### src/dq_pkg.sv
// dq_pkg: shared types and codes for the double-ended queue core
// no dependencies; used by dq_ctrl, dq_dpath and double_ended_queue_core
package dq_pkg;

  localparam int unsigned DEPTH_DEFAULT = 16;
  localparam int unsigned WORD_W        = 32;
  localparam int unsigned CMD_W         = 3;
  localparam int unsigned STATUS_W      = 2;

  typedef enum logic [CMD_W-1:0] {
    CMD_PUSH_FRONT = 3'd0,
    CMD_PUSH_BACK  = 3'd1,
    CMD_POP_FRONT  = 3'd2,
    CMD_POP_BACK   = 3'd3,
    CMD_LIST       = 3'd4
  } dq_cmd_t;

  typedef enum logic [STATUS_W-1:0] {
    ST_OK    = 2'd0,
    ST_EMPTY = 2'd1,
    ST_FULL  = 2'd2
  } dq_status_t;

  typedef enum logic {
    S_IDLE = 1'b0,
    S_LIST = 1'b1
  } dq_state_t;

  // controller to datapath
  typedef struct packed {
    logic       push_front;
    logic       push_back;
    logic       pop_front;
    logic       pop_back;
    logic       list_clear;
    logic       list_read;
    logic       emit;
    logic       from_mem;
    dq_status_t status;
    logic       last;
  } dq_ctl_t;

  // datapath to controller
  typedef struct packed {
    logic empty;
    logic full;
    logic list_last;
  } dq_stat_t;

endpackage

### src/dq_ctrl.sv
// dq_ctrl: command decoder and list sequencer for the queue core
// depends on dq_pkg; drives dq_dpath through dq_pkg::dq_ctl_t
module dq_ctrl (
  input  logic                        clk,
  input  logic                        rst,
  input  logic                        start,
  input  logic [dq_pkg::CMD_W-1:0]    command,
  input  dq_pkg::dq_stat_t            stat,
  output dq_pkg::dq_ctl_t             ctl,
  output logic                        busy
);

  dq_pkg::dq_state_t state;
  dq_pkg::dq_state_t state_next;
  logic              accept;

  assign accept = start && (state == dq_pkg::S_IDLE);

  always_ff @(posedge clk) begin
    if (rst) begin
      state <= dq_pkg::S_IDLE;
    end else begin
      state <= state_next;
    end
  end

  always_comb begin
    state_next = state;
    case (state)
      dq_pkg::S_IDLE: begin
        if (accept && (dq_pkg::dq_cmd_t'(command) == dq_pkg::CMD_LIST) && !stat.empty) begin
          state_next = dq_pkg::S_LIST;
        end
      end
      dq_pkg::S_LIST: begin
        if (stat.list_last) begin
          state_next = dq_pkg::S_IDLE;
        end
      end
      default: state_next = dq_pkg::S_IDLE;
    endcase
  end

  always_comb begin
    ctl        = '0;
    ctl.status = dq_pkg::ST_OK;
    busy       = 1'b0;
    case (state)
      dq_pkg::S_IDLE: begin
        if (accept) begin
          case (dq_pkg::dq_cmd_t'(command))
            dq_pkg::CMD_PUSH_FRONT, dq_pkg::CMD_PUSH_BACK: begin
              ctl.emit = 1'b1;
              ctl.last = 1'b1;
              if (stat.full) begin
                ctl.status = dq_pkg::ST_FULL;
              end else begin
                ctl.push_front = (dq_pkg::dq_cmd_t'(command) == dq_pkg::CMD_PUSH_FRONT);
                ctl.push_back  = (dq_pkg::dq_cmd_t'(command) == dq_pkg::CMD_PUSH_BACK);
              end
            end
            dq_pkg::CMD_POP_FRONT, dq_pkg::CMD_POP_BACK: begin
              ctl.emit = 1'b1;
              ctl.last = 1'b1;
              if (stat.empty) begin
                ctl.status = dq_pkg::ST_EMPTY;
              end else begin
                ctl.from_mem  = 1'b1;
                ctl.pop_front = (dq_pkg::dq_cmd_t'(command) == dq_pkg::CMD_POP_FRONT);
                ctl.pop_back  = (dq_pkg::dq_cmd_t'(command) == dq_pkg::CMD_POP_BACK);
              end
            end
            dq_pkg::CMD_LIST: begin
              if (stat.empty) begin
                ctl.emit   = 1'b1;
                ctl.last   = 1'b1;
                ctl.status = dq_pkg::ST_EMPTY;
              end else begin
                ctl.list_clear = 1'b1;
              end
            end
            default: ctl = ctl; // unused codes: no result
          endcase
        end
      end
      dq_pkg::S_LIST: begin
        busy          = 1'b1;
        ctl.list_read = 1'b1;
        ctl.emit      = 1'b1;
        ctl.from_mem  = 1'b1;
        ctl.last      = stat.list_last;
      end
      default: busy = 1'b0;
    endcase
  end

endmodule

### src/dq_dpath.sv
// dq_dpath: ring storage, head/count pointers, list index and result registers
// depends on dq_pkg; sequenced by dq_ctrl
module dq_dpath #(
  parameter int unsigned DEPTH = dq_pkg::DEPTH_DEFAULT
) (
  input  logic                              clk,
  input  logic                              rst,
  input  dq_pkg::dq_ctl_t                   ctl,
  input  logic signed [dq_pkg::WORD_W-1:0]  value,
  output dq_pkg::dq_stat_t                  stat,
  output logic                              strobe,
  output logic [dq_pkg::STATUS_W-1:0]       status,
  output logic signed [dq_pkg::WORD_W-1:0]  item,
  output logic                              last
);

  localparam int unsigned AW = (DEPTH > 1) ? $clog2(DEPTH) : 1;
  localparam int unsigned CW = $clog2(DEPTH + 1);
  localparam int unsigned SW = AW + 1;

  logic [dq_pkg::WORD_W-1:0] mem [DEPTH];
  logic [dq_pkg::WORD_W-1:0] rdata;

  logic [AW-1:0] head;
  logic [AW-1:0] head_next;
  logic [CW-1:0] count;
  logic [CW-1:0] count_next;
  logic [AW-1:0] idx;

  logic [AW-1:0] waddr;
  logic [AW-1:0] raddr;
  logic [AW-1:0] head_dec;
  logic          we;
  logic          re;

  logic                 from_mem;
  dq_pkg::dq_status_t   status_q;

  // fold an index below twice the depth back into the ring
  function automatic logic [AW-1:0] ring(input logic [SW-1:0] a);
    ring = (a >= SW'(DEPTH)) ? AW'(a - SW'(DEPTH)) : AW'(a);
  endfunction

  assign stat.empty     = (count == '0);
  assign stat.full      = (count == CW'(DEPTH));
  assign stat.list_last = ((SW'(idx) + SW'(1)) == SW'(count));

  assign head_dec = (head == '0) ? AW'(DEPTH - 1) : head - AW'(1);

  always_comb begin
    waddr = ctl.push_front ? head_dec : ring({1'b0, head} + SW'(count));
    if (ctl.pop_front) begin
      raddr = head;
    end else if (ctl.pop_back) begin
      raddr = ring({1'b0, head} + SW'(count) - SW'(1));
    end else begin
      raddr = ring({1'b0, head} + SW'(idx));
    end
  end

  assign we = ctl.push_front || ctl.push_back;
  assign re = ctl.pop_front || ctl.pop_back || ctl.list_read;

  always_ff @(posedge clk) begin
    if (we) begin
      mem[waddr] <= value;
    end
    if (re) begin
      rdata <= mem[raddr];
    end
  end

  always_comb begin
    head_next  = head;
    count_next = count;
    if (ctl.push_front) begin
      head_next = head_dec;
    end
    if (ctl.pop_front) begin
      head_next = ring({1'b0, head} + SW'(1));
    end
    if (we) begin
      count_next = count + CW'(1);
    end else if (ctl.pop_front || ctl.pop_back) begin
      count_next = count - CW'(1);
    end
  end

  always_ff @(posedge clk) begin
    if (rst) begin
      head   <= '0;
      count  <= '0;
      strobe <= 1'b0;
    end else begin
      head   <= head_next;
      count  <= count_next;
      strobe <= ctl.emit;
    end
  end

  // list walk index and result fields
  always_ff @(posedge clk) begin
    if (ctl.list_clear) begin
      idx <= '0;
    end else if (ctl.list_read) begin
      idx <= idx + AW'(1);
    end
    if (ctl.emit) begin
      status_q <= ctl.status;
      last     <= ctl.last;
      from_mem <= ctl.from_mem;
    end
  end

  assign status = status_q;
  assign item   = from_mem ? rdata : '0;

endmodule

### src/double_ended_queue_core.sv
// double_ended_queue_core: top level of the bounded double-ended queue
// depends on dq_pkg, dq_ctrl and dq_dpath
//
//   channel   signals                   direction  flow
//   command   start, command, value     in         taken when start & !busy
//   result    strobe, status, item, last out       each beat shown for one cycle, no stall
//
// push and pop return their result beat in the next cycle
// list on an empty queue answers with one empty beat; else it clears the index, then does one ring read per entry
// the single-port read of the ring sets the list walk at one beat per cycle
// busy is high only during the list walk; rst clears head, count and the fsm
// results cannot be held off, every beat is on the ports for one cycle
module double_ended_queue_core #(
  parameter int unsigned DEPTH = dq_pkg::DEPTH_DEFAULT
) (
  input  logic                              clk,
  input  logic                              rst,
  input  logic                              start,
  input  logic [dq_pkg::CMD_W-1:0]          command,
  input  logic signed [dq_pkg::WORD_W-1:0]  value,
  output logic                              busy,
  output logic                              strobe,
  output logic [dq_pkg::STATUS_W-1:0]       status,
  output logic signed [dq_pkg::WORD_W-1:0]  item,
  output logic                              last
);

  dq_pkg::dq_ctl_t  ctl;
  dq_pkg::dq_stat_t stat;

  dq_ctrl u_ctrl (
    .clk     (clk),
    .rst     (rst),
    .start   (start),
    .command (command),
    .stat    (stat),
    .ctl     (ctl),
    .busy    (busy)
  );

  dq_dpath #(
    .DEPTH (DEPTH)
  ) u_dpath (
    .clk    (clk),
    .rst    (rst),
    .ctl    (ctl),
    .value  (value),
    .stat   (stat),
    .strobe (strobe),
    .status (status),
    .item   (item),
    .last   (last)
  );

  // every error report closes its command
  a_err_last: assert property (@(posedge clk) disable iff (rst)
    strobe && (status != 2'(dq_pkg::ST_OK)) |-> last)
    else $error("error beat without last");

  // push and pop always answer in the next cycle
  a_single_beat: assert property (@(posedge clk) disable iff (rst)
    start && !busy && (command < 3'(dq_pkg::CMD_LIST)) |=> strobe && last)
    else $error("push or pop without result beat");

  // a list walk only starts from an accepted list command
  a_list_entry: assert property (@(posedge clk) disable iff (rst)
    $rose(busy) |-> $past(start) && ($past(command) == 3'(dq_pkg::CMD_LIST)))
    else $error("list walk without list command");

  // each cycle of the walk after the first emits a beat
  a_walk_beats: assert property (@(posedge clk) disable iff (rst)
    busy && $past(busy) |-> strobe)
    else $error("gap in list beats");

endmodule

### config.mk
export PLATFORM = sky130hd
export DESIGN_NAME = double_ended_queue_core
export DESIGN_NICKNAME = d
export VERILOG_FILES = /design/src/dq_pkg.sv /design/src/dq_ctrl.sv /design/src/dq_dpath.sv /design/src/double_ended_queue_core.sv
export SDC_FILE = /design/constraint.sdc
export NUM_CORES = 1
export LEC_CHECK = 0
export BUFFER_PORTS_ARGS = -buffer_cell sky130_fd_sc_hd__buf_4
export CORE_MARGIN = 3
export CORE_UTILIZATION = 45
export DETAILED_ROUTE_END_ITERATION = 8
export GPL_ROUTABILITY_DRIVEN = 0
export GPL_TIMING_DRIVEN = 0
export PLACE_DENSITY = 0.67
export SKIP_LAST_GASP = 1
export SYNTH_ARGS = -nofsm -noshare
export SYNTH_HDL_FRONTEND = slang
export SYNTH_HIERARCHICAL = 1
export SYNTH_SLANG_ARGS = --single-unit
### constraint.sdc
create_clock -name clk -period 5.9 [get_ports clk]
set_input_delay 0.295 -clock clk [delete_from_list [all_inputs] [get_ports clk]]
set_output_delay 0.295 -clock clk [all_outputs]
set_load 0.03 [all_outputs]
==> metrics, run 1 <==
outcome=complete, no violations; post-route DRC violation count=0; final HPWL from detailed placement=33100 microns; worst-case hold path end point=u_dpath/mem[6][0]; CTS max path bufs=3; global-route wire length before repair=77800 microns; maximum capacitance violations=0; core area=49300 sq um; clock latency on the worst-skew pair=0.61 ns; share of flip-flops with an asynchronous set or reset after synthesis=0%; root buffer cell=sky130_fd_sc_hd__clkbuf_16; final hold violation count=0; Die W=230 microns; wire length reported by the detailed router=51100 microns; P per Cell Area=450 nW/um^2; Worst Path Class, Setup=reg2reg; number of nets in the synthesized netlist=1364; number of endpoints failing setup at the final stage=0; vias in the first global route=12900; H-tree depth=2; site row count=81; effective utilization at floorplan=45.8%; largest fanout on the critical path=10; min Tclk post-route=4.06 ns; fraction of final layout cells with drive strength greater than 1=19.7%; Leak Pwr=8.93 nW; cell accounting for the most synthesized area=sky130_fd_sc_hd__edfxtp_1; share of the synthesized area in the top cell type=72.9%; post-CTS setup buffer count=0; CP required=6.22 ns; Top Ports=75; Worst path slowest cell=sky130_fd_sc_hd__clkbuf_1; dominant cell by count in the synthesized netlist=sky130_fd_sc_hd__edfxtp_1; end of the worst register-to-register path=u_dpath/rdata[19]; Netlist cell types=52; CTS tree=done; Post-Route Skew=0.0148 ns; number of DRC markers after the initial detailed-route iteration=1152; signal arrival time at the worst endpoint=4.38 ns; RSZ-0062 raised after global routing=no; Area after DPL=24500 sq um; HP Class=in2reg; count of TritonRoute iterations in the first routing pass=5; detailed-route vias per instance=5.70; final slew viol count=0; detailed-route wire length per cell=23.3 microns; share of synthesized area occupied by flip-flops and latches=74.3%; Die H=230 microns; Avg Synthesized Cell Area=17.2 sq um; max incr delay on CP=0.64 ns; Worst VDD drop=0.254 mV; total of warnings raised by yosys=6; setup tns final=0 ns; worst r2r path cells=12; type of destination of the critical path=flop; worst slack after detailed placement=1.85 ns; count of clock tree sinks=563; Tot GR Track Use=19.3%; most instantiated cells after synthesis=548 x sky130_fd_sc_hd__edfxtp_1, 149 x sky130_fd_sc_hd__nand2_1, 107 x sky130_fd_sc_hd__a21oi_1; Max-slew headroom=41.4%; startpoint type of the worst setup path=flop; Period Utilization, post-route=68.8%; #FFs+latches synth=563; grt ovf=0; Max Clock Freq=246 MHz; layout net count=1543; CP most frequent cell=sky130_fd_sc_hd__mux2i_1; chain of cells forming the critical path=nor4_1, nor2b_1, or4b_4, nor3_1, buf_6, nor2_1, o31ai_2, buf_4, clkbuf_1, mux4_2, mux2i_1, mux2i_1; Post-synth EDFFs=548; dominant register cell in the synthesized netlist=sky130_fd_sc_hd__edfxtp_1; Port Buffers=74; Hold Path Stages=1; Synth Cell Area=22600 sq um; worst r2r src=u_dpath/count[1]; largest net degree at the start of global routing=23; main area contributors after synthesis=sky130_fd_sc_hd__edfxtp_1 73%, sky130_fd_sc_hd__mux4_2 6.4%, sky130_fd_sc_hd__mux2i_1 4.4%; transition time of the tightest slew-check pin=0.879 ns; worst hold path startpoint=value[0]; Area Overhead vs Synth=17.7%; Filler Cells Inserted=3914; Final Cell Area=26600 sq um; clock slew at reported path FFs=0.06 ns; total via count in the routed design=12500; Cells after Synth=1310; area enclosed by the die boundary=52900 sq um; setup slack after layout=1.84 ns; antenna violation net count after detailed routing=0; setup slack of the most critical reg-to-reg path=1.84 ns; Antenna Diode Count=0; number of buffers added by the clock tree synthesis step=54; total power draw=12.0 mW; number of antenna violations at the first check in global routing=0
## cell type report
class                           instances  area [sq um]  area share (%)
Inverter                                7          26.3          0.0989
Timing Repair Buffer                  123          1320            4.97
Clock inverter                         34           330            1.24
Sequential cell                       563         16800            63.1
Clock buffer                           67          1400            5.27
Buffer                                 80           415            1.56
Tap cell                              664           831            3.13
Multi-Input combinational cell        660          5490            20.7
## cell usage in the layout (no fill, tap or decap), drive strengths merged, types with 6 or more instances in the layout
| cell type | n |
|---|---|
| a21oi | 107 |
| a221oi | 32 |
| a32oi | 33 |
| and2 | 35 |
| buf | 139 |
| clkbuf | 99 |
| clkinv | 27 |
| dfxtp | 15 |
| dlygate4sd3 | 32 |
| edfxtp | 548 |
| ha | 13 |
| inv | 7 |
| mux2i | 99 |
| mux4 | 64 |
| nand2 | 149 |
| nand2b | 9 |
| nand3 | 6 |
| nor2 | 31 |
| nor2b | 7 |
| nor3 | 8 |
| o21ai | 8 |
| xnor2 | 12 |
| xor2 | 7 |
## per-stage QoR
step	utilization (%)	hold WS, ns	std cells
final	53.9	0.0292	2198
after global routing	53.9	0.0218	2198
after CTS	53.9	0.00511	2198
after global placement	48.6	0.509	2048
after floorplan	-	0.394	1310
after detailed placement	49.8	0.518	2065
## routing by layer
layer	GRT usage, %	part of all wire, %	up-vias
met5	0	0	-
met4	5.20	2.4	0
met3	3.42	5.7	90
met2	31.5	49	413
met1	26.9	43	6502
li1	-	-	5532
## worst max path at each step
| stage | startpoint | endpoint | slack (ns) | cells after the start |
|---|---|---|---|---|
| after floorplan | u_ctrl/state | u_dpath/mem[4][0] | 2.09 | 9 |
| after global placement | u_dpath/count[1] | u_dpath/mem[4][16] | 0.55 | 9 |
| after global routing | u_dpath/count[1] | u_dpath/rdata[24] | 1.62 | 12 |
| after CTS | u_dpath/count[0] | u_dpath/rdata[10] | 1.81 | 12 |
| final | u_dpath/count[1] | u_dpath/rdata[19] | 1.84 | 12 |
| after detailed placement | u_dpath/count[1] | u_dpath/rdata[10] | 1.85 | 12 |
## worst max-delay path, delay by kind of cell, from the launching register on
family / cells / cell delay (ns)
and+or+nand+nor: 5 / 1.06
DFF: 1 / 0.53
buffers and inverters: 3 / 1.11
muxes: 3 / 0.67
AOI/OAI and AO/OA: 1 / 0.40
## sequential cells by signal (all words and copies together), names as in the netlist
name	flops
u_dpath/strobe	1
u_dpath/from_mem	1
u_dpath/mem	512
u_dpath/last	1
u_ctrl/state	1
u_dpath/count	5
u_dpath/head	4
u_dpath/rdata	32
u_dpath/idx	4
u_dpath/status	2
## power breakdown
part	internal, mW	switching, mW	total [mW]
clock network	1.91	1.45	3.36
registers	4.58	0.0531	4.63
logic	1.54	2.43	3.97
## cell families (layout without fill, tap and decap cells)
group           Yosys count  in the layout  share of synthesized area, %
simple gates            260            260                          5.27
compound gates          202            202                          6.00
buf+inv                  87            311                          1.96
flops                   563            563                          74.3
xor+xnor                 19             19                         0.738
fa+ha+maj                16             16                         0.987
mux                     163            163                          10.8
## repair_timing
item | in CTS | in global routing
endpoints found under the hold margin | 488 | 0
resized for setup | 0 | 0
hold buffers | 32 | 0
Power figures use the tool's default switching activity.
==> inputs of run 2 (changes only) <==
--- a/config.mk
+++ b/config.mk
@@ -5,6 +5,7 @@
 export SDC_FILE = /design/constraint.sdc
 export NUM_CORES = 1
 export LEC_CHECK = 0
+export ABC_AREA = 1
 export BUFFER_PORTS_ARGS = -buffer_cell sky130_fd_sc_hd__buf_4
 export CORE_MARGIN = 3
 export CORE_UTILIZATION = 45
==> constraint.sdc (replaced) <==
create_clock -name clk -period 4.26 [get_ports clk]
set_input_delay 0.213 -clock clk [delete_from_list [all_inputs] [get_ports clk]]
set_output_delay 0.213 -clock clk [all_outputs]
set_load 0.03 [all_outputs]
==> run 2 against run 1 <==
Net effect: critical path type unchanged; fmax is 16% higher; clock power rose by 41%; register-to-register slack got worse by 1.1 ns; flip-flop and latch count is the same; worst setup slack worse by 1.1 ns; global-route usage grew 4.3 points; sequential power increased by 38%.
==> metrics, run 2 <==
number of endpoints failing setup at the final stage=0; Final Cell Area=28900 sq um; total via count in the routed design=17900; arithmetic-cell share of the synthesized area counting full adders, half adders and majority gates=0.897%; Area after DPL=26800 sq um; Top Ports=75; Setup crit start=u_dpath/count[0]; core area=54200 sq um; count of clock tree sinks=563; Post-Route Skew=0.0177 ns; Simple-Gate Fraction of Synth Area=23.6%; Period Utilization, post-route=82.0%; number of DRC markers after the initial detailed-route iteration=1958; CTS max path bufs=3; H-tree depth=2; Leak Pwr=11.9 nW; Worst path slowest cell=sky130_fd_sc_hd__nor2_4; stages on the worst setup path=11; wire length reported by the detailed router=67800 microns; most common library cell in the layout ignoring fill and taps=sky130_fd_sc_hd__nand2_1; worst r2r src=u_dpath/count[0]; Netlist cell types=34; total power draw=17.6 mW; share of the synthesized area in the top cell type=66.3%; Hold Path Stages=3; RSZ-0062 raised after global routing=no; number of nets in the synthesized netlist=2386; final HPWL from detailed placement=45500 microns; dominant register cell in the synthesized netlist=sky130_fd_sc_hd__edfxtp_1; Post-Route Hold Slack=0.0358 ns; min Tclk post-route=3.49 ns; Max Clock Freq=286 MHz; detailed-route vias per instance=5.47; global-route wire length before repair=102000 microns; site row count=85; Largest delay share family, worst path=simple AND/OR/NAND/NOR gates; Worst VDD drop=0.337 mV; xor/xnor cell area share of the yosys netlist=0.212%; outcome=complete, no violations; fraction of final layout cells with drive strength greater than 1=12.6%; CP required=4.58 ns; total of warnings raised by yosys=6; Antenna Diode Count=0; biggest regs=u_dpath/mem: 512 flops, u_dpath/rdata: 32 flops, u_dpath/count: 5 flops; main area contributors after synthesis=sky130_fd_sc_hd__edfxtp_1 66%, sky130_fd_sc_hd__nand3_1 11%, sky130_fd_sc_hd__nand2_1 9.7%; Cells after Synth=2332; Tot GR Track Use=23.5%; count of TritonRoute iterations in the first routing pass=6; post-CTS setup buffer count=0; Filler Cells Inserted=4622; largest net degree at the start of global routing=29; most instantiated cells after synthesis=643 x sky130_fd_sc_hd__nand2_1, 548 x sky130_fd_sc_hd__edfxtp_1, 530 x sky130_fd_sc_hd__nand3_1; P per Cell Area=608 nW/um^2; dominant cell by count in the synthesized netlist=sky130_fd_sc_hd__nand2_1; number of gates resized after CTS=0; Die W=241 microns; transition time of the tightest slew-check pin=1.00 ns; multi-input combinational cell area=6460 sq um; Area Overhead vs Synth=16.5%; detailed-route wire length per cell=20.8 microns; share of flip-flops with an asynchronous set or reset after synthesis=0%; number of antenna violations at the first check in global routing=1; final slew viol count=0; Synth Cell Area=24800 sq um; setup tns final=0 ns; Port Buffers=74; share of synthesized area occupied by flip-flops and latches=67.5%; layout net count=2572; effective utilization at floorplan=45.8%; vias in the first global route=17300; max FFs per register=512; total buffers and inverters traversed by the critical path=3; worst hold path startpoint=start; complex-gate fraction of the synthesized area=0.832%; clock slew at reported path FFs=0.06 ns; maximum capacitance violations=0; storage element area=16800 sq um; cell accounting for the most synthesized area=sky130_fd_sc_hd__edfxtp_1; multiplexer fraction of the synthesized cell area=0%; clock latency on the worst-skew pair=0.62 ns; antenna violation net count after detailed routing=0; cts hold-fix bufs=35; Max-slew headroom=33.3%; area enclosed by the die boundary=58000 sq um; combinational family with the most area after synthesis=simple AND/OR/NAND/NOR gates; Post-synth EDFFs=548; post-route DRC violation count=0; root buffer cell=sky130_fd_sc_hd__clkbuf_16; #FFs+latches synth=563; Die H=241 microns; top library cells by usage in the layout, fill and taps aside=642 x sky130_fd_sc_hd__nand2_1, 548 x sky130_fd_sc_hd__edfxtp_1, 530 x sky130_fd_sc_hd__nand3_1; chain of cells forming the critical path=nor2_1, nand3_1, nor2_1, nor3_2, inv_1, nor3_1, a21oi_1, inv_1, nand2_1, nor2_4, buf_16; type of destination of the critical path=flop; grt ovf=0; Worst Path Class, Setup=reg2reg; final hold violation count=0; largest fanout on the critical path=18; CTS tree=done; max incr delay on CP=0.65 ns; worst r2r path cells=11; Final Util=53.3%; Biggest register=u_dpath/mem; signal arrival time at the worst endpoint=3.81 ns; startpoint type of the worst setup path=flop; HP Class=in2reg; Avg Synthesized Cell Area=10.6 sq um; number of buffers added by the clock tree synthesis step=58
-- run 2: cell types whose count changed in the layout (fill, tap and decap cells not counted), sizes merged, moves of 68 or more --
cell	before	now
nand3	6	531
nand2	149	650
inv	7	275
mux2i	99	0
a21oi	107	16
buf	139	207
-- run 2: layer usage --
metal | GRT usage, % | wire length [microns] | up-vias
li1 | - | - | 8258
met1 | 31.8 | 27600 | 8607
met2 | 38.0 | 31700 | 844
met3 | 4.62 | 6060 | 148
met4 | 8.69 | 2490 | 0
met5 | 0 | 0 | -
-- run 2: worst paths after layout --
check                  endpoint  slack [ns]
min reg2reg    u_dpath/count[4]        0.54
max          u_dpath/mem[10][4]        0.77
max reg2reg  u_dpath/mem[10][4]        0.77
min           u_dpath/status[1]        0.04
-- run 2: power by group --
part,switching (mW),internal (mW)
clock network,2.12,2.63
logic,4.58,1.86
registers,0.0743,6.32
total,6.77,10.8
-- run 2: cell type report --
| type | count | area share [%] |
|---|---|---|
| Clock buffer | 67 | 5.17 |
| Sequential cell | 563 | 58.0 |
| Tap cell | 696 | 3.01 |
| Multi-Input combinational cell | 1359 | 22.4 |
| Buffer | 136 | 2.39 |
| Timing Repair Buffer | 126 | 4.57 |
| Inverter | 274 | 3.57 |
| Clock inverter | 41 | 0.961 |
-- run 2: worst register-to-register path, delay by kind of cell (launching register included) --
kind            cells  cell delay (ns)
flops               1             0.53
simple gates        7             1.90
compound gates      1             0.13
buf+inv             3             0.60
-- run 2: through the flow --
step                worst slack, ns  instances
floorplan                     0.832       2332
detailed placement            0.826       3119
global route                  0.563       3262
global placement              -1.04       3102
CTS                           0.794       3262
finish                        0.766       3262
-- run 2: logic make-up (layout without fill, tap and decap cells) --
group,count (synthesis),after routing
compound gates,36,36
xor+xnor,6,6
fa+ha+maj,16,16
buf+inv,410,644
flops,563,563
simple gates,1301,1301
